[src/hdl/sti_pkg.sv]
// Shared constants, payload types and sine table builder for the sine table interpolator.
// No dependencies; every other file imports this package.
package sti_pkg;

    localparam int TABLE_SIZE   = 512;
    localparam int IDX_W        = $clog2(TABLE_SIZE);
    localparam int ROM_AW       = $clog2(TABLE_SIZE + 1);
    localparam int FRAC_W       = 56;
    localparam int POS_W        = 40 + IDX_W;
    localparam int WEIGHT_W     = 24;
    localparam int PROD_W       = 32 + WEIGHT_W + 1;
    localparam int TAYLOR_TERMS = 20;

    localparam logic [29:0]         INV_TWO_PI_Q32 = 30'd683565276;
    localparam logic signed [31:0]  SINE_ONE       = 32'sd1073741824;
    localparam logic [WEIGHT_W:0]   WEIGHT_ONE     = (WEIGHT_W + 1)'(1) << WEIGHT_W;
    localparam logic [PROD_W-1:0]   ROUND_HALF     = PROD_W'(1) << (WEIGHT_W - 1);

    localparam logic [63:0] PI_Q60   = 64'h3243F6A8885A308D;
    localparam logic [63:0] ROM_DEN  = 64'(2 * TABLE_SIZE);
    localparam logic [63:0] PI_STEP  = PI_Q60 / ROM_DEN;
    localparam logic [63:0] PI_REM   = PI_Q60 % ROM_DEN;

    typedef logic signed [31:0] sine_t;
    typedef sine_t sin_rom_t [0:TABLE_SIZE];

    typedef struct packed {
        logic [IDX_W-1:0]    idx;
        logic [WEIGHT_W-1:0] weight;
        logic [31:0]         turns;
    } lookup_t;

    typedef struct packed {
        sine_t               lo;
        sine_t               hi;
        logic [WEIGHT_W-1:0] weight;
        logic [31:0]         turns;
    } pair_t;

    function automatic logic [63:0] mul_q60(input logic [63:0] a, input logic [63:0] b);
        logic [127:0] p;
        p = {64'd0, a} * {64'd0, b};
        return p[123:60];
    endfunction

    // floor(num / den) by shift and subtract; used only while building the table
    function automatic logic [63:0] udiv64(input logic [63:0] num, input logic [63:0] den);
        logic [64:0] rem;
        logic [63:0] quo;
        rem = '0;
        quo = '0;
        for (int b = 63; b >= 0; b--)
        begin
            rem = {rem[63:0], num[b]};
            if (rem >= {1'b0, den})
            begin
                rem    = rem - {1'b0, den};
                quo[b] = 1'b1;
            end
        end
        return quo;
    endfunction

    // sin(2*pi*i/TABLE_SIZE) in Q1.30: fold to the first quadrant, Taylor series in Q60
    function automatic sine_t rom_entry(input int unsigned i);
        logic [63:0]        q;
        logic [63:0]        x;
        logic [63:0]        x2;
        logic [63:0]        term;
        logic [63:0]        div;
        logic [63:0]        r;
        logic [31:0]        rv;
        logic signed [63:0] sum;
        logic               neg;
        q   = (i >= TABLE_SIZE) ? 64'd0 : 64'(i) * 64'd4;
        neg = 1'b0;
        if (q >= ROM_DEN)
        begin
            neg = 1'b1;
            q   = q - ROM_DEN;
        end
        if (q > 64'(TABLE_SIZE))
            q = ROM_DEN - q;
        x    = PI_STEP * q + udiv64(PI_REM * q, ROM_DEN);
        x2   = mul_q60(x, x);
        term = x;
        sum  = $signed(x);
        for (int k = 1; k <= TAYLOR_TERMS; k++)
        begin
            if (term != 64'd0)
            begin
                div  = 64'(2 * k) * 64'(2 * k + 1);
                term = udiv64(mul_q60(term, x2), div);
                if ((k & 1) != 0)
                    sum = sum - $signed(term);
                else
                    sum = sum + $signed(term);
            end
        end
        if (sum < 0)
            sum = 64'sd0;
        r = (64'(sum) + 64'd536870912) >> 30;
        if (r > 64'd1073741824)
            r = 64'd1073741824;
        rv = r[31:0];
        return neg ? -$signed(rv) : $signed(rv);
    endfunction

    function automatic sin_rom_t build_sin_rom();
        sin_rom_t rom;
        for (int i = 0; i <= TABLE_SIZE; i++)
            rom[i] = rom_entry(i);
        return rom;
    endfunction

endpackage

[src/hdl/sti_interp.sv]
// Stages 4 and 5: weight the two table entries, then sum, round and drive the
// output register. Depends on sti_pkg.
module sti_interp
    import sti_pkg::*;
(
    input  logic         clk,
    input  logic         rst_n,
    input  logic         in_valid,
    output logic         in_ready,
    input  pair_t        in_data,
    output logic         out_valid,
    input  logic         out_ready,
    output logic signed [31:0] sine_value,
    output logic [31:0]  angle_turns
);

    logic [31:0]         ua;
    logic [31:0]         ub;
    logic [WEIGHT_W:0]   weight_lo;
    logic [PROD_W-1:0]   prod_lo_reg;
    logic [PROD_W-1:0]   prod_lo_next;
    logic [PROD_W-1:0]   prod_hi_reg;
    logic [PROD_W-1:0]   prod_hi_next;
    logic [31:0]         turns4_reg;
    logic                s4_valid_reg;
    logic                s4_valid_next;
    logic                s4_ready;
    logic [PROD_W-1:0]   sum;
    logic signed [31:0]  sine_reg;
    logic signed [31:0]  sine_next;
    logic [31:0]         turns_reg;
    logic                s5_valid_reg;
    logic                s5_valid_next;
    logic                s5_ready;

    assign ua        = in_data.lo + SINE_ONE;
    assign ub        = in_data.hi + SINE_ONE;
    assign weight_lo = WEIGHT_ONE - {1'b0, in_data.weight};

    assign prod_lo_next = PROD_W'(ua) * PROD_W'(weight_lo);
    assign prod_hi_next = PROD_W'(ub) * PROD_W'(in_data.weight);

    assign sum       = prod_lo_reg + prod_hi_reg + ROUND_HALF;
    assign sine_next = $signed(sum[WEIGHT_W+31:WEIGHT_W]) - SINE_ONE;

    assign s5_ready = !s5_valid_reg || out_ready;
    assign s4_ready = !s4_valid_reg || s5_ready;
    assign in_ready = s4_ready;

    assign s4_valid_next = s4_ready ? in_valid : s4_valid_reg;
    assign s5_valid_next = s5_ready ? s4_valid_reg : s5_valid_reg;

    always_ff @(posedge clk or negedge rst_n)
    begin
        if (!rst_n)
        begin
            s4_valid_reg <= 1'b0;
            s5_valid_reg <= 1'b0;
        end
        else
        begin
            s4_valid_reg <= s4_valid_next;
            s5_valid_reg <= s5_valid_next;
        end
    end

    always_ff @(posedge clk)
    begin
        if (s4_ready && in_valid)
        begin
            prod_lo_reg <= prod_lo_next;
            prod_hi_reg <= prod_hi_next;
            turns4_reg  <= in_data.turns;
        end
        if (s5_ready && s4_valid_reg)
        begin
            sine_reg  <= sine_next;
            turns_reg <= turns4_reg;
        end
    end

    assign out_valid   = s5_valid_reg;
    assign sine_value  = sine_reg;
    assign angle_turns = turns_reg;

endmodule

[config.mk]
export PLATFORM = sky130hd
export DESIGN_NAME = sti_interp
export DESIGN_NICKNAME = d
export VERILOG_FILES = /design/src/hdl/sti_pkg.sv /design/src/hdl/sti_interp.sv
export SDC_FILE = /design/constraint.sdc
export NUM_CORES = 2
export LEC_CHECK = 0
export BUFFER_PORTS_ARGS = -buffer_cell sky130_fd_sc_hd__buf_2
export CAP_MARGIN = 20
export CORE_MARGIN = 2
export CORE_UTILIZATION = 62
export DETAILED_ROUTE_END_ITERATION = 8
export GPL_TIMING_DRIVEN = 0
export PLACE_DENSITY_LB_ADDON = 0.05
export SETUP_SLACK_MARGIN = 0.15
export SLEW_MARGIN = 20
export SYNTH_ARGS = -nofsm -noshare
export SYNTH_HDL_FRONTEND = slang
export SYNTH_SLANG_ARGS = --single-unit
export TNS_END_PERCENT = 50
[constraint.sdc]
create_clock -name clk -period 5.9 [get_ports clk]
set_input_delay 0.59 -clock clk [delete_from_list [all_inputs] [get_ports clk]]
set_output_delay 0.59 -clock clk [all_outputs]
set_load 0.03 [all_outputs]
# Yosys cells after proc, flatten, opt, wreduce, memory -nomap -nowiden
# Index checks and enable logic that the tools add are counted.
# totals
regBits	210
# classes
n_mul	2
addsub	6
n_reduce_logical	6
# op_table
op	n
$add 32x32->32 const B	2
$add 56x24->56 const B	1
$add 56x56->56	1
$mul 32x24->56	1
$mul 32x25->56	1
$sub 32x32->32 const B	1
$sub 25x24->25 const A	1
$logic_and 1x1->1	2
$logic_not 1->1	2
$logic_or 1x1->1	2

# Logic depth before layout (Yosys ltp)
# logic_depth
ltp_word	4
ltp_mapped	35

# Worst setup path before layout
# OpenSTA, ideal clock, no wires.
# synth_path
kind	input-to-reg
start	input in_data[35] in the netlist's numbering
end	register prod_lo_reg[45], data pin
setup_time_ps	258
setup_slack_ps	-2611
path_buffers	3
required_time_ps	5642
t_arrival_ps	8253
stages	32
path_cell_list	clkbuf_1 -> nor4_2 -> nand2_1 -> or4_1 -> xor2_1 -> clkbuf_1 -> nand2_1 -> fa_1 -> fa_1 -> inv_1 -> fa_1 -> inv_1 -> fa_1 -> inv_1 -> fa_1 -> fa_1 -> inv_1 -> fa_1 -> inv_1 -> ha_1 -> buf_2 -> a21o_1 -> a21o_1 -> a21oi_1 -> o21ai_1 -> a2111oi_0 -> or4_1 -> o311ai_4 -> a221o_2 -> a21o_1 -> a21oi_2 -> xnor2_1
# synth_via
elab_chain_len	2
# synth_lines
element	line_no	rtl
start: declaration	sti_interp.sv:10	input pair_t in_data,
$sub 25x24->25	sti_interp.sv:38	assign weight_lo = WEIGHT_ONE - {1'b0, in_data.weight};
$mul 32x25->56	sti_interp.sv:40	assign prod_lo_next = PROD_W'(ua) * PROD_W'(weight_lo);
named net prod_lo_next[45]	sti_interp.sv:21	logic [PROD_W-1:0] prod_lo_next;
end signal: assignment	sti_interp.sv:71	prod_lo_reg <= prod_lo_next;
end: declaration	sti_interp.sv:20	logic [PROD_W-1:0] prod_lo_reg;
# The timed path passes the listed nets, and every way through them passes these cells.
# A chain may end at the register's enable or synchronous reset.

# Final worst setup path
# layout_path
start	input in_data[52] in the netlist's numbering
end	register prod_lo_reg[55], data pin
# Same word-level chain as after synthesis.

==> flow_summary.html <==
<table>
<tr><th>Metric</th><th>Value</th></tr>
<tr><th colspan="2">Run status</th></tr>
<tr><td>Run status</td><td>finished with violations</td></tr>
<tr><td>Violated checks</td><td>setup timing</td></tr>
<tr><th colspan="2">Clock network</th></tr>
<tr><td>Clock tree from TritonCTS</td><td>done</td></tr>
<tr><td>Sink Count</td><td>210</td></tr>
<tr><td>Clock network latency to the later pin of the worst-skew pair</td><td>between 0.5 and 0.6 ns</td></tr>
<tr><td>Clock H-tree levels</td><td>1</td></tr>
<tr><td>Clock input transition at the sequential cells of the worst setup and hold paths</td><td>0.07 ns</td></tr>
<tr><td>Deepest clock path buffer count</td><td>3</td></tr>
<tr><td>Cts bufs inserted</td><td>22</td></tr>
<tr><td>Clock tree root buffer cell</td><td>sky130_fd_sc_hd__clkbuf_16</td></tr>
<tr><th colspan="2">Floorplanning</th></tr>
<tr><td>Std-Cell Core Area</td><td>about 95000 µm²</td></tr>
<tr><td>Num rows</td><td>113</td></tr>
<tr><td>Initial standard-cell utilization of the core</td><td>between 60% and 70%</td></tr>
<tr><td>Area of the die</td><td>around 97000 µm²</td></tr>
<tr><td>I/O Pins</td><td>190</td></tr>
<tr><td>Die Ht</td><td>~310 µm</td></tr>
<tr><td>Die width</td><td>~310 µm</td></tr>
<tr><th colspan="2">Worst setup path</th></tr>
<tr><td>Data arrival time at the worst-slack endpoint</td><td>8.78 ns</td></tr>
<tr><td>Buffers &amp; Inverters on Critical Path</td><td>6</td></tr>
<tr><td>Worst-path maximum fanout</td><td>11</td></tr>
<tr><td>Worst Setup Start Kind</td><td>input port</td></tr>
<tr><td>Most numerous cell on the critical path</td><td>sky130_fd_sc_hd__fa_1</td></tr>
<tr><td>Delay of the slowest cell on the worst path</td><td>between 0.6 and 0.7 ns</td></tr>
<tr><td>Kind of cell with the highest combined delay on the critical path</td><td>adder cells</td></tr>
<tr><td>Sort of element at the end of the critical path</td><td>flop</td></tr>
<tr><td>Category of the critical setup timing path</td><td>in2reg</td></tr>
<tr><td>Standard cell with the maximum stage delay on the critical path</td><td>sky130_fd_sc_hd__fa_1</td></tr>
<tr><td>WP data required</td><td>approximately 6 ns</td></tr>
<tr><th colspan="2">Cells and area</th></tr>
<tr><td>Final std cell area, no fill</td><td>68400 µm²</td></tr>
<tr><td>Total number of nets in the final design</td><td>8573</td></tr>
<tr><td>Fraction of final layout cells with drive strength greater than 1</td><td>about 16%</td></tr>
<tr><td>Area growth syn-to-layout</td><td>16.1%</td></tr>
<tr><td>Post-route core utilization</td><td>between 70% and 80%</td></tr>
<tr><th colspan="2">Yosys</th></tr>
<tr><td>Library cell occupying the most area in the post-synthesis netlist</td><td>sky130_fd_sc_hd__fa_1</td></tr>
<tr><td>Proportion of netlist area held by the largest area contributor</td><td>~46%</td></tr>
<tr><td>Mapped Area</td><td>58900 µm²</td></tr>
<tr><td>Post-Syn Area per Cell</td><td>around 9.5 µm²</td></tr>
<tr><td>Cell types occupying the most area after synthesis</td><td>sky130_fd_sc_hd__fa_1 46%, sky130_fd_sc_hd__edfxtp_1 11%, sky130_fd_sc_hd__ha_1 10%</td></tr>
<tr><td>Number of flops mapped to enable cells by yosys</td><td>about 210</td></tr>
<tr><td>Share of synthesized area occupied by flip-flops and latches</td><td>10.7%</td></tr>
<tr><td>Dominant register cell in the synthesized netlist</td><td>sky130_fd_sc_hd__edfxtp_1</td></tr>
<tr><td>Register bit count reported by yosys</td><td>210</td></tr>
<tr><td>Number of nets in the synthesized netlist</td><td>between 8000 and 9000</td></tr>
<tr><td>Proportion of register bits with asynchronous set or reset after synthesis</td><td>less than 1%</td></tr>
<tr><td>Number of synthesis warnings</td><td>0</td></tr>
<tr><td>Netlist cell types</td><td>76</td></tr>
<tr><td>Cell count after synthesis</td><td>6223</td></tr>
<tr><th colspan="2">Routing</th></tr>
<tr><td>First DRT Iteration DRCs</td><td>slightly above 4000</td></tr>
<tr><td>Final wirelength</td><td>a little under 200 mm</td></tr>
<tr><td>Mean number of vias per cell</td><td>a little under 6</td></tr>
<tr><td>Top layer in use</td><td>met5</td></tr>
<tr><td>Post-detailed-route wirelength per cell</td><td>approximately 24 µm</td></tr>
<tr><td>Sum of met2 wire segment lengths after detailed routing</td><td>85.5 mm</td></tr>
<tr><td>Met1 wire length</td><td>72.6 mm</td></tr>
<tr><td>Count of antenna-violating nets left after detailed routing</td><td>0</td></tr>
<tr><td>Vias after detailed routing</td><td>46000</td></tr>
<tr><td>Met3 routed wirelength</td><td>around 23 mm</td></tr>
<tr><td>DRC violation count after routing</td><td>0</td></tr>
<tr><td>Pre-Repair DR Iteration Count</td><td>5</td></tr>
<tr><th colspan="2">STA</th></tr>
<tr><td>Transition at the pin with the smallest max-transition slack</td><td>about 1.1 ns</td></tr>
<tr><td>Setup slack of the critical path after layout</td><td>-2.60 ns</td></tr>
<tr><td>Max Clock Skew</td><td>approximately 0.020 ns</td></tr>
<tr><td>Minimum period implied by the final worst setup slack</td><td>around 8.5 ns</td></tr>
<tr><td>Final Hold Vio Count</td><td>0</td></tr>
<tr><td>RSZ-0062 raised after global routing</td><td>yes</td></tr>
<tr><td>Final Slew Violations</td><td>0</td></tr>
<tr><td>Sum Neg Setup Slack</td><td>-111.72 ns</td></tr>
<tr><td>Achievable frequency</td><td>about 120 MHz</td></tr>
<tr><td>Post-route clock period utilization</td><td>144%</td></tr>
<tr><td>Setup-failing EPs final</td><td>approximately 80</td></tr>
<tr><td>Worst-case headroom to the max-slew limit</td><td>26.3%</td></tr>
<tr><th colspan="2">Global routing</th></tr>
<tr><td>Global-route wire length before repair</td><td>slightly below 300 mm</td></tr>
<tr><td>Initial antenna violation count</td><td>22</td></tr>
<tr><td>Via count of the first global-routing pass</td><td>slightly below 50000</td></tr>
<tr><td>Total overflow reported by the global router</td><td>0</td></tr>
<tr><td>Global-route usage over all layers</td><td>40.2%</td></tr>
<tr><td>Pin count of the biggest net entering global routing</td><td>between 50 and 60</td></tr>
<tr><th colspan="2">Placement</th></tr>
<tr><td>Worst slack at placement</td><td>-4.97 ns</td></tr>
<tr><td>Post-placement cell area</td><td>62700 µm²</td></tr>
<tr><td>Detailed placement HPWL</td><td>approximately 150 mm</td></tr>
<tr><td>Placer Congestion</td><td>approximately 1.0</td></tr>
<tr><td>Count of buffers from port buffering</td><td>167</td></tr>
<tr><th colspan="2">Min path</th></tr>
<tr><td>Worst hold path class</td><td>in2reg</td></tr>
<tr><th colspan="2">Job</th></tr>
<tr><td>Max-cap violation count</td><td>0</td></tr>
</table>
metal layers:
metal  vias up  track usage, %
li1      19300               -
met5         -               0
met3       642            11.7
met1     23400            53.7
met4        12            18.9
met2      2659            60.8
worst paths after layout:
kind / startpoint / endpoint / slack (ns) / depth (start not counted)
worst min register to register: turns4_reg[28] / angle_turns[28] / 0.42 / 0
worst max-delay path: in_data[52] / prod_lo_reg[55] / -2.60 / 30
max in group asynchronous: rst_n / out_valid / 5.42 / 2
min in group asynchronous: rst_n / s4_valid_reg / 0.38 / 2
worst min-delay path: in_data[21] / turns4_reg[21] / 0.21 / 1
worst max register to register: prod_lo_reg[9] / sine_value[15] / 1.27 / 13
synth_stat cells (all sizes together), types with 16 or more instances:
cell type / count
a21oi: 130
and2: 579
fa: 1344
nand3: 35
a21o: 70
nor2b: 34
o21ai: 84
ha: 477
nor2: 76
nand2: 1012
xnor2: 115
nor3: 28
o21bai: 22
xor2: 49
a211oi: 16
nand2b: 46
clkbuf: 306
and3: 20
edfxtp: 208
inv: 1409
o21a: 17
through the flow:
| stage | hold WS [ns] | cells |
|---|---|---|
| after floorplan | 0.294 | 6223 |
| after global placement | 0.378 | 7655 |
| after detailed placement | 0.380 | 7662 |
| after CTS | 0.185 | 7842 |
| after global routing | 0.200 | 7909 |
| final | 0.212 | 7920 |
cells by family after synthesis:
kind of cell    after synthesis  share of synthesized area, %
compound gates              427                          4.84
xor+xnor                    164                          2.44
simple gates               1874                          15.2
fa+ha+maj                  1821                          55.8
flops                       210                          10.7
buf+inv                    1727                          11.0
placed cells by master, fill, tap and decap left out, types with 21 or more instances in the layout:
cell type and n:
sky130_fd_sc_hd__buf_12 23, sky130_fd_sc_hd__inv_2 33, sky130_fd_sc_hd__a21oi_1 75, sky130_fd_sc_hd__buf_4 158, sky130_fd_sc_hd__clkbuf_8 40, sky130_fd_sc_hd__a21oi_2 44
sky130_fd_sc_hd__xnor2_1 99, sky130_fd_sc_hd__nor2b_1 33, sky130_fd_sc_hd__xor2_1 39, sky130_fd_sc_hd__buf_6 60, sky130_fd_sc_hd__ha_4 45, sky130_fd_sc_hd__and2_1 549
sky130_fd_sc_hd__nand3_1 21, sky130_fd_sc_hd__clkbuf_4 54, sky130_fd_sc_hd__buf_8 22, sky130_fd_sc_hd__fa_1 1286, sky130_fd_sc_hd__inv_1 1374, sky130_fd_sc_hd__clkbuf_1 77
sky130_fd_sc_hd__edfxtp_1 208, sky130_fd_sc_hd__nand2b_1 44, sky130_fd_sc_hd__a21o_1 70, sky130_fd_sc_hd__o21ai_0 46, sky130_fd_sc_hd__clkbuf_16 44, sky130_fd_sc_hd__fa_2 58
sky130_fd_sc_hd__nor2_1 62, sky130_fd_sc_hd__ha_1 423, sky130_fd_sc_hd__clkbuf_2 65, sky130_fd_sc_hd__and2_4 29, sky130_fd_sc_hd__buf_2 175, sky130_fd_sc_hd__nand2_1 988
timing repair:
action	4_1_cts	5_1_grt
endpoints found under the setup margin	92	89
setup buffers	134	66
gates cloned	5	1
gates resized for setup	546	312
pin swaps	159	173
hold buffers	1	0
endpoints found under the hold margin	2	0
final cells by class:
cell class | count | area, µm²
antenna | 11 | 27.5
buffer | 318 | 2700
clock buffer | 22 | 551
clock inverter | 18 | 239
fill | 7161 | 26200
inverter | 1409 | 5300
multi-input combinational | 4286 | 48700
sequential | 210 | 6300
tap | 1265 | 1580
timing repair buffer | 381 | 3020
Power is not shown: default switching activity piles up to over one toggle a cycle in this logic, so the estimate is an artifact.
