[src/hdl/sti_pkg.sv]
// Shared constants, payload types and sine table builder for the sine table interpolator.
// No dependencies; every other file imports this package.
package sti_pkg;

    localparam int TABLE_SIZE   = 512;
    localparam int IDX_W        = $clog2(TABLE_SIZE);
    localparam int ROM_AW       = $clog2(TABLE_SIZE + 1);
    localparam int FRAC_W       = 56;
    localparam int POS_W        = 40 + IDX_W;
    localparam int WEIGHT_W     = 24;
    localparam int PROD_W       = 32 + WEIGHT_W + 1;
    localparam int TAYLOR_TERMS = 20;

    localparam logic [29:0]         INV_TWO_PI_Q32 = 30'd683565276;
    localparam logic signed [31:0]  SINE_ONE       = 32'sd1073741824;
    localparam logic [WEIGHT_W:0]   WEIGHT_ONE     = (WEIGHT_W + 1)'(1) << WEIGHT_W;
    localparam logic [PROD_W-1:0]   ROUND_HALF     = PROD_W'(1) << (WEIGHT_W - 1);

    localparam logic [63:0] PI_Q60   = 64'h3243F6A8885A308D;
    localparam logic [63:0] ROM_DEN  = 64'(2 * TABLE_SIZE);
    localparam logic [63:0] PI_STEP  = PI_Q60 / ROM_DEN;
    localparam logic [63:0] PI_REM   = PI_Q60 % ROM_DEN;

    typedef logic signed [31:0] sine_t;
    typedef sine_t sin_rom_t [0:TABLE_SIZE];

    typedef struct packed {
        logic [IDX_W-1:0]    idx;
        logic [WEIGHT_W-1:0] weight;
        logic [31:0]         turns;
    } lookup_t;

    typedef struct packed {
        sine_t               lo;
        sine_t               hi;
        logic [WEIGHT_W-1:0] weight;
        logic [31:0]         turns;
    } pair_t;

    function automatic logic [63:0] mul_q60(input logic [63:0] a, input logic [63:0] b);
        logic [127:0] p;
        p = {64'd0, a} * {64'd0, b};
        return p[123:60];
    endfunction

    // floor(num / den) by shift and subtract; used only while building the table
    function automatic logic [63:0] udiv64(input logic [63:0] num, input logic [63:0] den);
        logic [64:0] rem;
        logic [63:0] quo;
        rem = '0;
        quo = '0;
        for (int b = 63; b >= 0; b--)
        begin
            rem = {rem[63:0], num[b]};
            if (rem >= {1'b0, den})
            begin
                rem    = rem - {1'b0, den};
                quo[b] = 1'b1;
            end
        end
        return quo;
    endfunction

    // sin(2*pi*i/TABLE_SIZE) in Q1.30: fold to the first quadrant, Taylor series in Q60
    function automatic sine_t rom_entry(input int unsigned i);
        logic [63:0]        q;
        logic [63:0]        x;
        logic [63:0]        x2;
        logic [63:0]        term;
        logic [63:0]        div;
        logic [63:0]        r;
        logic [31:0]        rv;
        logic signed [63:0] sum;
        logic               neg;
        q   = (i >= TABLE_SIZE) ? 64'd0 : 64'(i) * 64'd4;
        neg = 1'b0;
        if (q >= ROM_DEN)
        begin
            neg = 1'b1;
            q   = q - ROM_DEN;
        end
        if (q > 64'(TABLE_SIZE))
            q = ROM_DEN - q;
        x    = PI_STEP * q + udiv64(PI_REM * q, ROM_DEN);
        x2   = mul_q60(x, x);
        term = x;
        sum  = $signed(x);
        for (int k = 1; k <= TAYLOR_TERMS; k++)
        begin
            if (term != 64'd0)
            begin
                div  = 64'(2 * k) * 64'(2 * k + 1);
                term = udiv64(mul_q60(term, x2), div);
                if ((k & 1) != 0)
                    sum = sum - $signed(term);
                else
                    sum = sum + $signed(term);
            end
        end
        if (sum < 0)
            sum = 64'sd0;
        r = (64'(sum) + 64'd536870912) >> 30;
        if (r > 64'd1073741824)
            r = 64'd1073741824;
        rv = r[31:0];
        return neg ? -$signed(rv) : $signed(rv);
    endfunction

    function automatic sin_rom_t build_sin_rom();
        sin_rom_t rom;
        for (int i = 0; i <= TABLE_SIZE; i++)
            rom[i] = rom_entry(i);
        return rom;
    endfunction

endpackage

[src/hdl/sti_turn.sv]
// Stages 1 and 2: scale radians to turns, keep the fractional turn, split it into
// table index, interpolation weight and wrapped Q31 angle. Depends on sti_pkg.
module sti_turn
    import sti_pkg::*;
(
    input  logic               clk,
    input  logic               rst_n,
    input  logic               in_valid,
    output logic               in_ready,
    input  logic signed [31:0] angle_rad,
    output logic               out_valid,
    input  logic               out_ready,
    output lookup_t            out_data
);

    logic signed [62:0] product;
    logic [FRAC_W-1:0]  frac_reg;
    logic [FRAC_W-1:0]  frac_next;
    logic               s1_valid_reg;
    logic               s1_valid_next;
    logic               s1_ready;
    logic [POS_W-1:0]   pos;
    lookup_t            s2_data_reg;
    lookup_t            s2_data_next;
    logic               s2_valid_reg;
    logic               s2_valid_next;
    logic               s2_ready;

    assign product   = angle_rad * $signed({1'b0, INV_TWO_PI_Q32});
    assign frac_next = product[FRAC_W-1:0];

    assign s2_ready = !s2_valid_reg || out_ready;
    assign s1_ready = !s1_valid_reg || s2_ready;
    assign in_ready = s1_ready;

    assign s1_valid_next = s1_ready ? in_valid : s1_valid_reg;
    assign s2_valid_next = s2_ready ? s1_valid_reg : s2_valid_reg;

    assign pos = POS_W'(frac_reg[FRAC_W-1:16]) * POS_W'(TABLE_SIZE);

    always_comb
    begin
        s2_data_next.idx    = pos[POS_W-1:40];
        s2_data_next.weight = pos[39:16];
        s2_data_next.turns  = frac_reg[FRAC_W-1:24];
    end

    always_ff @(posedge clk or negedge rst_n)
    begin
        if (!rst_n)
        begin
            s1_valid_reg <= 1'b0;
            s2_valid_reg <= 1'b0;
        end
        else
        begin
            s1_valid_reg <= s1_valid_next;
            s2_valid_reg <= s2_valid_next;
        end
    end

    always_ff @(posedge clk)
    begin
        if (s1_ready && in_valid)
            frac_reg <= frac_next;
        if (s2_ready && s1_valid_reg)
            s2_data_reg <= s2_data_next;
    end

    assign out_valid = s2_valid_reg;
    assign out_data  = s2_data_reg;

endmodule

[config.mk]
export PLATFORM = sky130hd
export DESIGN_NAME = sti_turn
export DESIGN_NICKNAME = d
export VERILOG_FILES = /design/src/hdl/sti_pkg.sv /design/src/hdl/sti_turn.sv
export SDC_FILE = /design/constraint.sdc
export NUM_CORES = 1
export LEC_CHECK = 0
export ABC_AREA = 1
export BUFFER_PORTS_ARGS = -buffer_cell sky130_fd_sc_hd__buf_4
export CORE_ASPECT_RATIO = 1.1
export CORE_UTILIZATION = 47
export CTS_BUF_LIST = sky130_fd_sc_hd__clkbuf_4 sky130_fd_sc_hd__clkbuf_8 sky130_fd_sc_hd__clkbuf_16
export DETAILED_ROUTE_END_ITERATION = 10
export MAX_ROUTING_LAYER = met4
export PLACE_DENSITY = 0.65
export SLEW_MARGIN = 0
export SYNTH_ARGS = -nofsm -noshare
export SYNTH_HDL_FRONTEND = slang
export SYNTH_SLANG_ARGS = --single-unit
[constraint.sdc]
create_clock -name clk -period 6.62 [get_ports clk]
set_input_delay 0.662 -clock clk [delete_from_list [all_inputs] [get_ports clk]]
set_output_delay 0.662 -clock clk [all_outputs]
set_load 0.02 [all_outputs]
Yosys cells after proc, flatten, opt, wreduce, memory -nomap -nowiden
Cells that the tools add are included.
{"block": "word_totals", "register_bits": 121}
{"block": "op_classes", "multipliers": 1, "reduce_logical": 6}
{"operator": "multiplier 32 x 29 -> 54 bit (second input constant)", "count": 1}
{"operator": "logical AND 1 bit", "count": 2}
{"operator": "logical NOT 1 bit", "count": 2}
{"operator": "logical OR 1 bit", "count": 2}

Longest topological paths before layout
Gate-level depths: netlist of the first run.
{"block": "depth", "ltp_word": 4, "depth_mapped": 27, "mapped_depth_nobuf": 27}

Worst setup path after synthesis of the first run
Ideal clock, no wire load.
{"block": "synth_path", "kind": "input to register", "from": "input port angle_rad[9]", "to": "register frac_reg[41] (data pin)", "arrival_time_ps": 5777, "slack_ps": 590, "stages": 22, "path_cell_list": "inv_1 > fa_1 > inv_1 > fa_1 > ha_1 > inv_1 > fa_1 > inv_1 > fa_1 > fa_1 > fa_1 > inv_1 > fa_1 > inv_1 > ha_1 > nand2_1 > nor2_1 > inv_2 > nor4_1 > nand2_1 > nand3_1 > nand2_1"}
{"block": "synth_between", "elab_chain_len": 1}
{"item": "start: declaration", "line": "sti_turn.sv:10", "source": "input logic signed [31:0] angle_rad,"}
{"item": "multiplier 32 x 29 -> 54 bit", "line": "sti_turn.sv:29", "source": "assign product = angle_rad * $signed({1'b0, INV_TWO_PI_Q32});"}
{"item": "net product[41]", "line": "sti_turn.sv:16", "source": "logic signed [62:0] product;"}
{"item": "end signal: assignment", "line": "sti_turn.sv:65", "source": "frac_reg <= frac_next;"}
{"item": "end: declaration", "line": "sti_turn.sv:17", "source": "logic [FRAC_W-1:0] frac_reg;"}
The timed path passes the listed nets, and every way through them passes these cells.
A chain may end at the register's enable or synchronous reset.

Worst setup path in the final report of the first run
{"block": "layout_path", "from": "input port angle_rad[12]", "to": "register frac_reg[40] (data pin)"}
Same word-level chain as after synthesis.

==> flow_metrics.env, run 1 <==
export IMPL_status="finished, final reports clean"
export IMPL_drt_pass1_iter_count=5
export IMPL_final_area_mm2=0.0236
export IMPL_synth_fa_ha_area_share_pct=57.5
export IMPL_stdcell_count=3225
export IMPL_period_minus_slack_ns=6.47
export IMPL_startpoint_type="input port"
export IMPL_start_util_pct=47.6
export IMPL_grt_pass1_wl_mm=91.2
export IMPL_layout_common_cells="857 x inv_1, 429 x nand2_1, 411 x fa_1"
export IMPL_synth_xor_xnor_area_share_pct=1.23
export IMPL_ys_seq_area_share_pct=9.86
export IMPL_synth_cells=2389
export IMPL_drive_gt1_share_pct=13.4
export IMPL_grt_max_degree=43
export IMPL_antenna_found_initial=0
export IMPL_cts_tree="yes"
export IMPL_routed_wl_mm=57.0
export IMPL_numPortBuffers=102
export IMPL_synth_top_family_by_area="adder cells"
export IMPL_fin_nets=3383
export IMPL_slew_viol_final=0
export IMPL_grt_pass1_vias=16700
export IMPL_syn_area_mm2=0.0206
export IMPL_critical_path_max_fanout=4
export IMPL_worstMarginPinSlew_ns=0.937
export IMPL_dpl_instance_area_mm2=0.0232
export IMPL_synth_nets=3126
export IMPL_period_share_pct=97.8
export IMPL_setup_viol=0
export IMPL_grt_total_usage_pct=27.9
export IMPL_slew_headroom_pct=37.4
export IMPL_coreArea_mm2=0.0433
export IMPL_maxCapViolations=0
export IMPL_finalSetupTns_ns=0
export IMPL_clk_latency_ns=0.33
export IMPL_root_buffer="clkbuf_16"
export IMPL_yosys_register_bits=68
export IMPL_crit_type="in -> reg"
export IMPL_finalClockSkew_ns=0.0135
export IMPL_final_hold_violation_count=0
export IMPL_hp_class="in -> async"
export IMPL_post_route_drc_count=0
export IMPL_hpwl_mm=53.5
export IMPL_dieArea_mm2=0.0447
export IMPL_ys_warn_count=0
export IMPL_vias=15100
export IMPL_critPathMaxStageDelay_ns=0.59
export IMPL_h_tree_depth=3
export IMPL_cts_buffers=9
export IMPL_cts_max_path_buffers=2
export IMPL_synth_compound_area_share_pct=1.66
export IMPL_first_iter_violations=688
export IMPL_cp_data_required_time_ns=6.70
export IMPL_clock_fmax_ghz=0.155
export IMPL_diodes=0
export IMPL_place_inst=3209
export IMPL_cts_resized=0
export IMPL_holdWs_ns=0.113
export IMPL_clkSlewWorstSetupHoldPaths_ns=0.06
export IMPL_end_kind="flip-flop"
export IMPL_num_rows=80
export IMPL_cpMostUsedCell="fa_1"
export IMPL_drt_wirelength_per_cell_um=17.7
export IMPL_hold_buffers=0
export IMPL_rsz0062_at_grt="yes"
export IMPL_ant_nets=0
export IMPL_cts_sinks=68
export IMPL_cp_slowest_cell="fa_1"
export IMPL_synth_cell_types=29
export IMPL_syn_avg_cell_area_um2=8.63
export IMPL_viasPerCell=4.68
export IMPL_synth_simple_gate_area_share_pct=12.7
export IMPL_syn_to_final_growth_pct=14.5
export IMPL_io_pins=103
export IMPL_critPathArrivalTime_ns=6.56
export IMPL_fillCellCount=4055
export IMPL_grt_overflow_total=0
export IMPL_die_w_um=202
export IMPL_cts_setup_buffers=0
export IMPL_fp_dieH_um=222
export IMPL_mostFrequentLayoutCell="inv_1"
export IMPL_synthMuxAreaShare_pct=0
export IMPL_routabilityCongestion=1.00
synthesized netlist by cell type:
cell type,instances,area (um2)
inv_1,858,3220
nand2_1,429,1610
fa_1,411,8230
ha_1,290,3630
nor2_1,74,278
edfxtp_1,66,1980
nand3_1,57,285
a21oi_1,44,220
buf_4,33,248
nor2_2,16,100
xor2_1,15,131
xnor2_1,14,123
nand4_1,12,75.1
inv_2,11,41.3
o21ai_0,11,55.1
nand2_2,9,56.3
nor3_1,9,45.0
o21bai_1,6,45.0
nor3_2,5,50.1
and2_1,4,25.0
nor2_4,4,45.0
a21boi_0,3,22.5
dfrtp_1,2,50.1
and2_0,1,6.26
clkbuf_1,1,3.75
nand3_2,1,10.0
nor3_4,1,16.3
nor4_1,1,6.26
or2_2,1,6.26
critical path, delay by kind of cell:
family	cells	cell delay, ns
simple gates	6	0.52
buf+inv	8	0.85
compound gates	2	0.45
fa+ha+maj	9	4.08
layer usage:
layer	vias to the layer above	wire [um]	part of all wire (%)	global-route usage, %
met4	0	2070	3.6	8.92
met3	71	2260	4.0	2.47
li1	7337	-	-	-
met2	324	28000	49	47.5
met1	7372	24700	43	35.1
met5	-	0	0	-
area by class of cell:
class	instances	area (um2)	area share, %
inverter	869	3270	13.8
tap	574	718	3.04
sequential	68	2030	8.61
timing repair buffer	280	2140	9.07
clock inverter	6	62.6	0.265
multi-input combinational	1418	15100	64.2
clock buffer	10	239	1.01
stage by stage:
step,setup slack (ns),utilization [%]
3_3_place_gp,-0.265,53.6
5_1_grt,-0.00785,54.4
6_report,0.149,54.4
3_5_place_dp,-0.277,53.6
4_1_cts,0.0512,54.3
2_1_floorplan,0.590,-
final timing paths:
check                                  startpoint                  endpoint  slack, ns  cells past startpoint
max                                 angle_rad[12]    frac_reg[40]$_DFFE_PP_       0.15                     25
min                                         rst_n     out_valid$_DFFE_PN0P_       0.11                      1
max reg2reg                 out_valid$_DFFE_PN0P_     out_data[8]$_DFFE_PP_       5.04                      1
min reg2reg                frac_reg[30]$_DFFE_PP_     out_data[6]$_DFFE_PP_       0.41                      0
max in group asynchronous                   rst_n  s1_valid_reg$_DFFE_PN0N_       6.42                      1
min in group clk           frac_reg[30]$_DFFE_PP_     out_data[6]$_DFFE_PP_       0.41                      0
kinds of logic (layout without fill, tap and decap cells):
family / after synthesis / in the layout
buf+inv: 903 / 1165
flops: 68 / 68
fa+ha+maj: 701 / 701
simple gates: 624 / 624
xor+xnor: 29 / 29
compound gates: 64 / 64
Power of run 1 is left out: the tool's default activity adds up to more than one toggle a clock period on the data nets, which glitch-free logic cannot reach.
==> inputs of run 2 (changes only) <==
- CORE_ASPECT_RATIO: 1.1 -> not set
==> flow_metrics.env, run 2 (synthesized netlist as in run 1, its figures left out) <==
export IMPL_num_rows=76
export IMPL_crit_type="in -> reg"
export IMPL_final_area_mm2=0.0231
export IMPL_clkSlewWorstSetupHoldPaths_ns=0.05
export IMPL_cts_buffers=9
export IMPL_io_pins=103
export IMPL_critical_path_max_fanout=5
export IMPL_routed_wl_mm=56.0
export IMPL_die_w_um=211
export IMPL_dpl_instance_area_mm2=0.0228
export IMPL_reg2reg_slack_ns=5.02
export IMPL_cp_data_required_time_ns=6.67
export IMPL_startpoint_type="input port"
export IMPL_critPathArrivalTime_ns=6.45
export IMPL_coreArea_mm2=0.0432
export IMPL_hold_buffers=0
export IMPL_finalClockSkew_ns=0.00436
export IMPL_vias=15100
export IMPL_final_hold_violation_count=0
export IMPL_fin_nets=3327
export IMPL_antenna_found_initial=0
export IMPL_dieArea_mm2=0.0447
export IMPL_h_tree_depth=3
export IMPL_root_buffer="clkbuf_16"
export IMPL_numPortBuffers=102
export IMPL_finalSetupTns_ns=0
export IMPL_cts_tree="yes"
export IMPL_clock_fmax_ghz=0.156
export IMPL_hpwl_mm=52.3
export IMPL_clk_latency_ns=0.32
export IMPL_ant_nets=0
export IMPL_grt_overflow_total=0
export IMPL_hp_class="in -> async"
export IMPL_layout_common_cells="855 x inv_1, 428 x nand2_1, 411 x fa_1"
export IMPL_fp_dieH_um=211
export IMPL_holdWs_ns=0.112
export IMPL_syn_to_final_growth_pct=12.0
export IMPL_drt_wirelength_per_cell_um=17.6
export IMPL_rsz0062_at_grt="no"
export IMPL_end_kind="flip-flop"
export IMPL_slew_viol_final=0
export IMPL_grt_pass1_wl_mm=88.3
export IMPL_drive_gt1_share_pct=11.5
export IMPL_first_iter_violations=851
export IMPL_cts_max_path_buffers=2
export IMPL_period_share_pct=96.6
export IMPL_period_minus_slack_ns=6.40
export IMPL_final_util_pct=53.5
export IMPL_grt_pass1_vias=16100
export IMPL_slew_headroom_pct=35.7
export IMPL_diodes=0
export IMPL_grt_max_degree=34
export IMPL_cts_sinks=68
export IMPL_status="finished, final reports clean"
export IMPL_mostFrequentLayoutCell="inv_1"
export IMPL_worstMarginPinSlew_ns=0.963
export IMPL_post_route_drc_count=0
export IMPL_viasPerCell=4.75
export IMPL_routabilityCongestion=0.997
export IMPL_setup_viol=0
export IMPL_drt_pass1_iter_count=6
export IMPL_grt_total_usage_pct=27.3
export IMPL_start_util_pct=47.7
export IMPL_maxCapViolations=0
==> run 2: cell count changes in the layout (fill, tap and decap cells not counted), sizes merged <==
cell      before  now
clkinvlp       1    5
clkinv         4    2
buf          280  224
inv          869  866
bufinv         1    0
clkbuf        10   12
==> run 2: cell type report <==
type	instances	area, um2
clock buffer	12	254
clock inverter	4	25.0
fill	4078	20100
inverter	869	3270
multi-input combinational	1418	15100
sequential	68	2030
tap	585	732
timing repair buffer	224	1680
==> run 2: worst max-delay path: stages <==
cell and delay [ns]:
buf_4 0.14, clkinvlp_4 0.18, fa_1 0.57, inv_1 0.05
fa_1 0.44, ha_1 0.31, fa_1 0.51, fa_1 0.56
fa_1 0.44, fa_1 0.53, inv_1 0.07, fa_1 0.47
inv_1 0.04, ha_2 0.38, nand2_1 0.10, nor2_2 0.14
inv_2 0.08, nor2_2 0.16, nand3_2 0.12, nor2_1 0.15
nand2_2 0.11, nand4_1 0.10, nand2_1 0.12
==> run 2: metal layers <==
| layer | global-route usage [%] | vias to the layer above | part of all wire, % |
|---|---|---|---|
| met5 | - | - | 0 |
| met4 | 7.50 | 0 | 3.0 |
| met3 | 2.48 | 77 | 4.9 |
| met2 | 44.9 | 423 | 47 |
| met1 | 36.1 | 7390 | 45 |
| li1 | - | 7218 | - |
==> run 2: final timing paths <==
| kind | start | depth (start not counted) | end |
|---|---|---|---|
| min in group clk | frac_reg[50]$_DFFE_PP_ | 0 | out_data[26]$_DFFE_PP_ |
| worst max-delay path | angle_rad[13] | 23 | frac_reg[49]$_DFFE_PP_ |
| worst max register to register | out_valid$_DFFE_PN0P_ | 1 | out_data[16]$_DFFE_PP_ |
| worst min-delay path | rst_n | 1 | s1_valid_reg$_DFFE_PN0N_ |
| max in group asynchronous | rst_n | 1 | out_valid$_DFFE_PN0P_ |
| worst min register to register | frac_reg[50]$_DFFE_PP_ | 0 | out_data[26]$_DFFE_PP_ |
==> run 2: stage by stage <==
step                instances  setup slack [ns]
floorplan                2389             0.590
global placement         3160            -0.165
detailed placement       3160            -0.152
CTS                      3176             0.182
global route             3180           0.00698
finish                   3180             0.222
==> run 2: repair_timing <==
| item | in CTS | in global routing |
|---|---|---|
| resized for setup | 0 | 9 |
| setup endpoints to repair | 0 | 5 |
| buffers inserted | 0 | 4 |
Power of run 2 is left out for the same reason.
==> inputs of run 3 (changes only) <==
- clock period: 6.62 -> 6.7 ns (I/O delays scaled with it)
==> flow_metrics.env, run 3 (synthesized netlist as in run 1, its figures left out) <==
export IMPL_layout_common_cells="858 x inv_1, 429 x nand2_1, 411 x fa_1"
export IMPL_period_minus_slack_ns=6.47
export IMPL_vias=15000
export IMPL_hp_class="in -> async"
export IMPL_slew_headroom_pct=33.9
export IMPL_drt_pass1_iter_count=5
export IMPL_finalClockSkew_ns=0.00698
export IMPL_post_route_drc_count=0
export IMPL_clock_fmax_ghz=0.155
export IMPL_clkSlewWorstSetupHoldPaths_ns=0.06
export IMPL_place_inst=3162
export IMPL_stdcell_count=3178
export IMPL_grt_max_degree=43
export IMPL_grt_total_usage_pct=27.6
export IMPL_drt_wirelength_per_cell_um=17.6
export IMPL_first_iter_violations=798
export IMPL_num_rows=76
export IMPL_grt_overflow_total=0
export IMPL_antenna_found_initial=0
export IMPL_maxCapViolations=0
export IMPL_multi_input_area_mm2=0.0151
export IMPL_dieArea_mm2=0.0447
export IMPL_fillCellCount=4104
export IMPL_die_w_um=211
export IMPL_coreArea_mm2=0.0432
export IMPL_cp_data_required_time_ns=6.77
export IMPL_rsz0062_at_grt="yes"
export IMPL_reg2reg_slack_ns=5.07
export IMPL_numPortBuffers=102
export IMPL_root_buffer="clkbuf_16"
export IMPL_viasPerCell=4.71
export IMPL_hpwl_mm=52.1
export IMPL_fin_nets=3325
export IMPL_routabilityCongestion=1.01
export IMPL_diodes=0
export IMPL_h_tree_depth=3
export IMPL_cts_buffers=9
export IMPL_drive_gt1_share_pct=11.1
export IMPL_grt_pass1_wl_mm=89.9
export IMPL_syn_to_final_growth_pct=12.1
export IMPL_crit_type="in -> reg"
export IMPL_grtUsageMet3_pct=1.50
export IMPL_setup_viol=0
export IMPL_cts_tree="yes"
export IMPL_ant_nets=0
export IMPL_grt_busiest_layer="met2"
export IMPL_io_pins=103
export IMPL_fp_dieH_um=211
export IMPL_grtUsageMet1_pct=35.8
export IMPL_critical_path_max_fanout=5
export IMPL_final_hold_violation_count=0
export IMPL_cts_sinks=68
export IMPL_seqCellArea_mm2=0.00203
export IMPL_period_share_pct=96.6
export IMPL_startpoint_type="input port"
export IMPL_critPathArrivalTime_ns=6.54
export IMPL_status="finished, final reports clean"
export IMPL_end_kind="flip-flop"
export IMPL_clk_latency_ns=0.33
export IMPL_worstMarginPinSlew_ns=0.990
export IMPL_start_util_pct=47.7
export IMPL_routed_wl_mm=56.1
export IMPL_slew_viol_final=0
export IMPL_cts_max_path_buffers=2
export IMPL_mostFrequentLayoutCell="inv_1"
export IMPL_grtUsageMet2_pct=47.6
export IMPL_grt_pass1_vias=16300
==> run 3: worst paths after layout <==
kind / depth (start not counted) / startpoint / end
setup / recovery: 24 / angle_rad[10] / frac_reg[33]$_DFFE_PP_
hold / removal: 1 / rst_n / out_valid$_DFFE_PN0P_
setup reg to reg: 1 / out_valid$_DFFE_PN0P_ / out_data[9]$_DFFE_PP_
hold reg to reg: 0 / frac_reg[51]$_DFFE_PP_ / out_data[27]$_DFFE_PP_
max in group asynchronous: 1 / rst_n / s1_valid_reg$_DFFE_PN0N_
min in group clk: 0 / frac_reg[51]$_DFFE_PP_ / out_data[27]$_DFFE_PP_
==> run 3: layout make-up <==
| type | instances | area share [%] |
|---|---|---|
| flip-flops and latches | 68 | 8.79 |
| clock inverters | 7 | 0.428 |
| inverters | 869 | 14.1 |
| repair buffers | 222 | 7.26 |
| multi-input cells | 1418 | 65.3 |
| well taps | 585 | 3.17 |
| clock buffers | 9 | 0.974 |
==> run 3: metal layers <==
| metal | wire [um] | up-vias | share of wire (%) |
|---|---|---|---|
| li1 | - | 7224 | - |
| met1 | 25200 | 7354 | 45 |
| met2 | 27500 | 316 | 49 |
| met3 | 2020 | 59 | 3.6 |
| met4 | 1340 | 0 | 2.4 |
| met5 | 0 | - | 0 |
==> run 3: through the flow <==
stage | cell area, um2 | worst slack (ns) | hold slack, ns | util [%] | TNS, ns
2_1_floorplan | 20600 | 0.662 | 0.374 | - | 0
3_3_place_gp | 22800 | -0.0631 | 0.402 | 52.8 | -0.161
3_5_place_dp | 22800 | -0.0948 | 0.405 | 52.8 | -0.409
4_1_cts | 23100 | 0.261 | 0.107 | 53.5 | 0
5_1_grt | 23100 | -0.00209 | 0.110 | 53.5 | -0.00209
6_report | 23100 | 0.229 | 0.117 | 53.5 | 0
==> run 3: worst max-delay path, cell delays in order <==
cell and delay [ns]:
buf_4 0.12, buf_4 0.16, inv_1 0.19, fa_1 0.46
inv_1 0.09, fa_1 0.42, ha_1 0.33, fa_1 0.59
fa_1 0.45, fa_1 0.47, fa_1 0.49, inv_1 0.05
fa_1 0.47, inv_1 0.04, ha_1 0.38, nand2_1 0.13
nor2_1 0.22, inv_2 0.13, o21bai_1 0.26, inv_1 0.07
nand2_1 0.08, inv_1 0.04, nand2_1 0.13, xor2_1 0.10
==> run 3: what timing repair did <==
action,CTS,global route
buffers inserted,0,0
gates resized for setup,0,2
endpoints found under the setup margin,0,3
hold buffers,0,0
Power of run 3 is left out for the same reason.
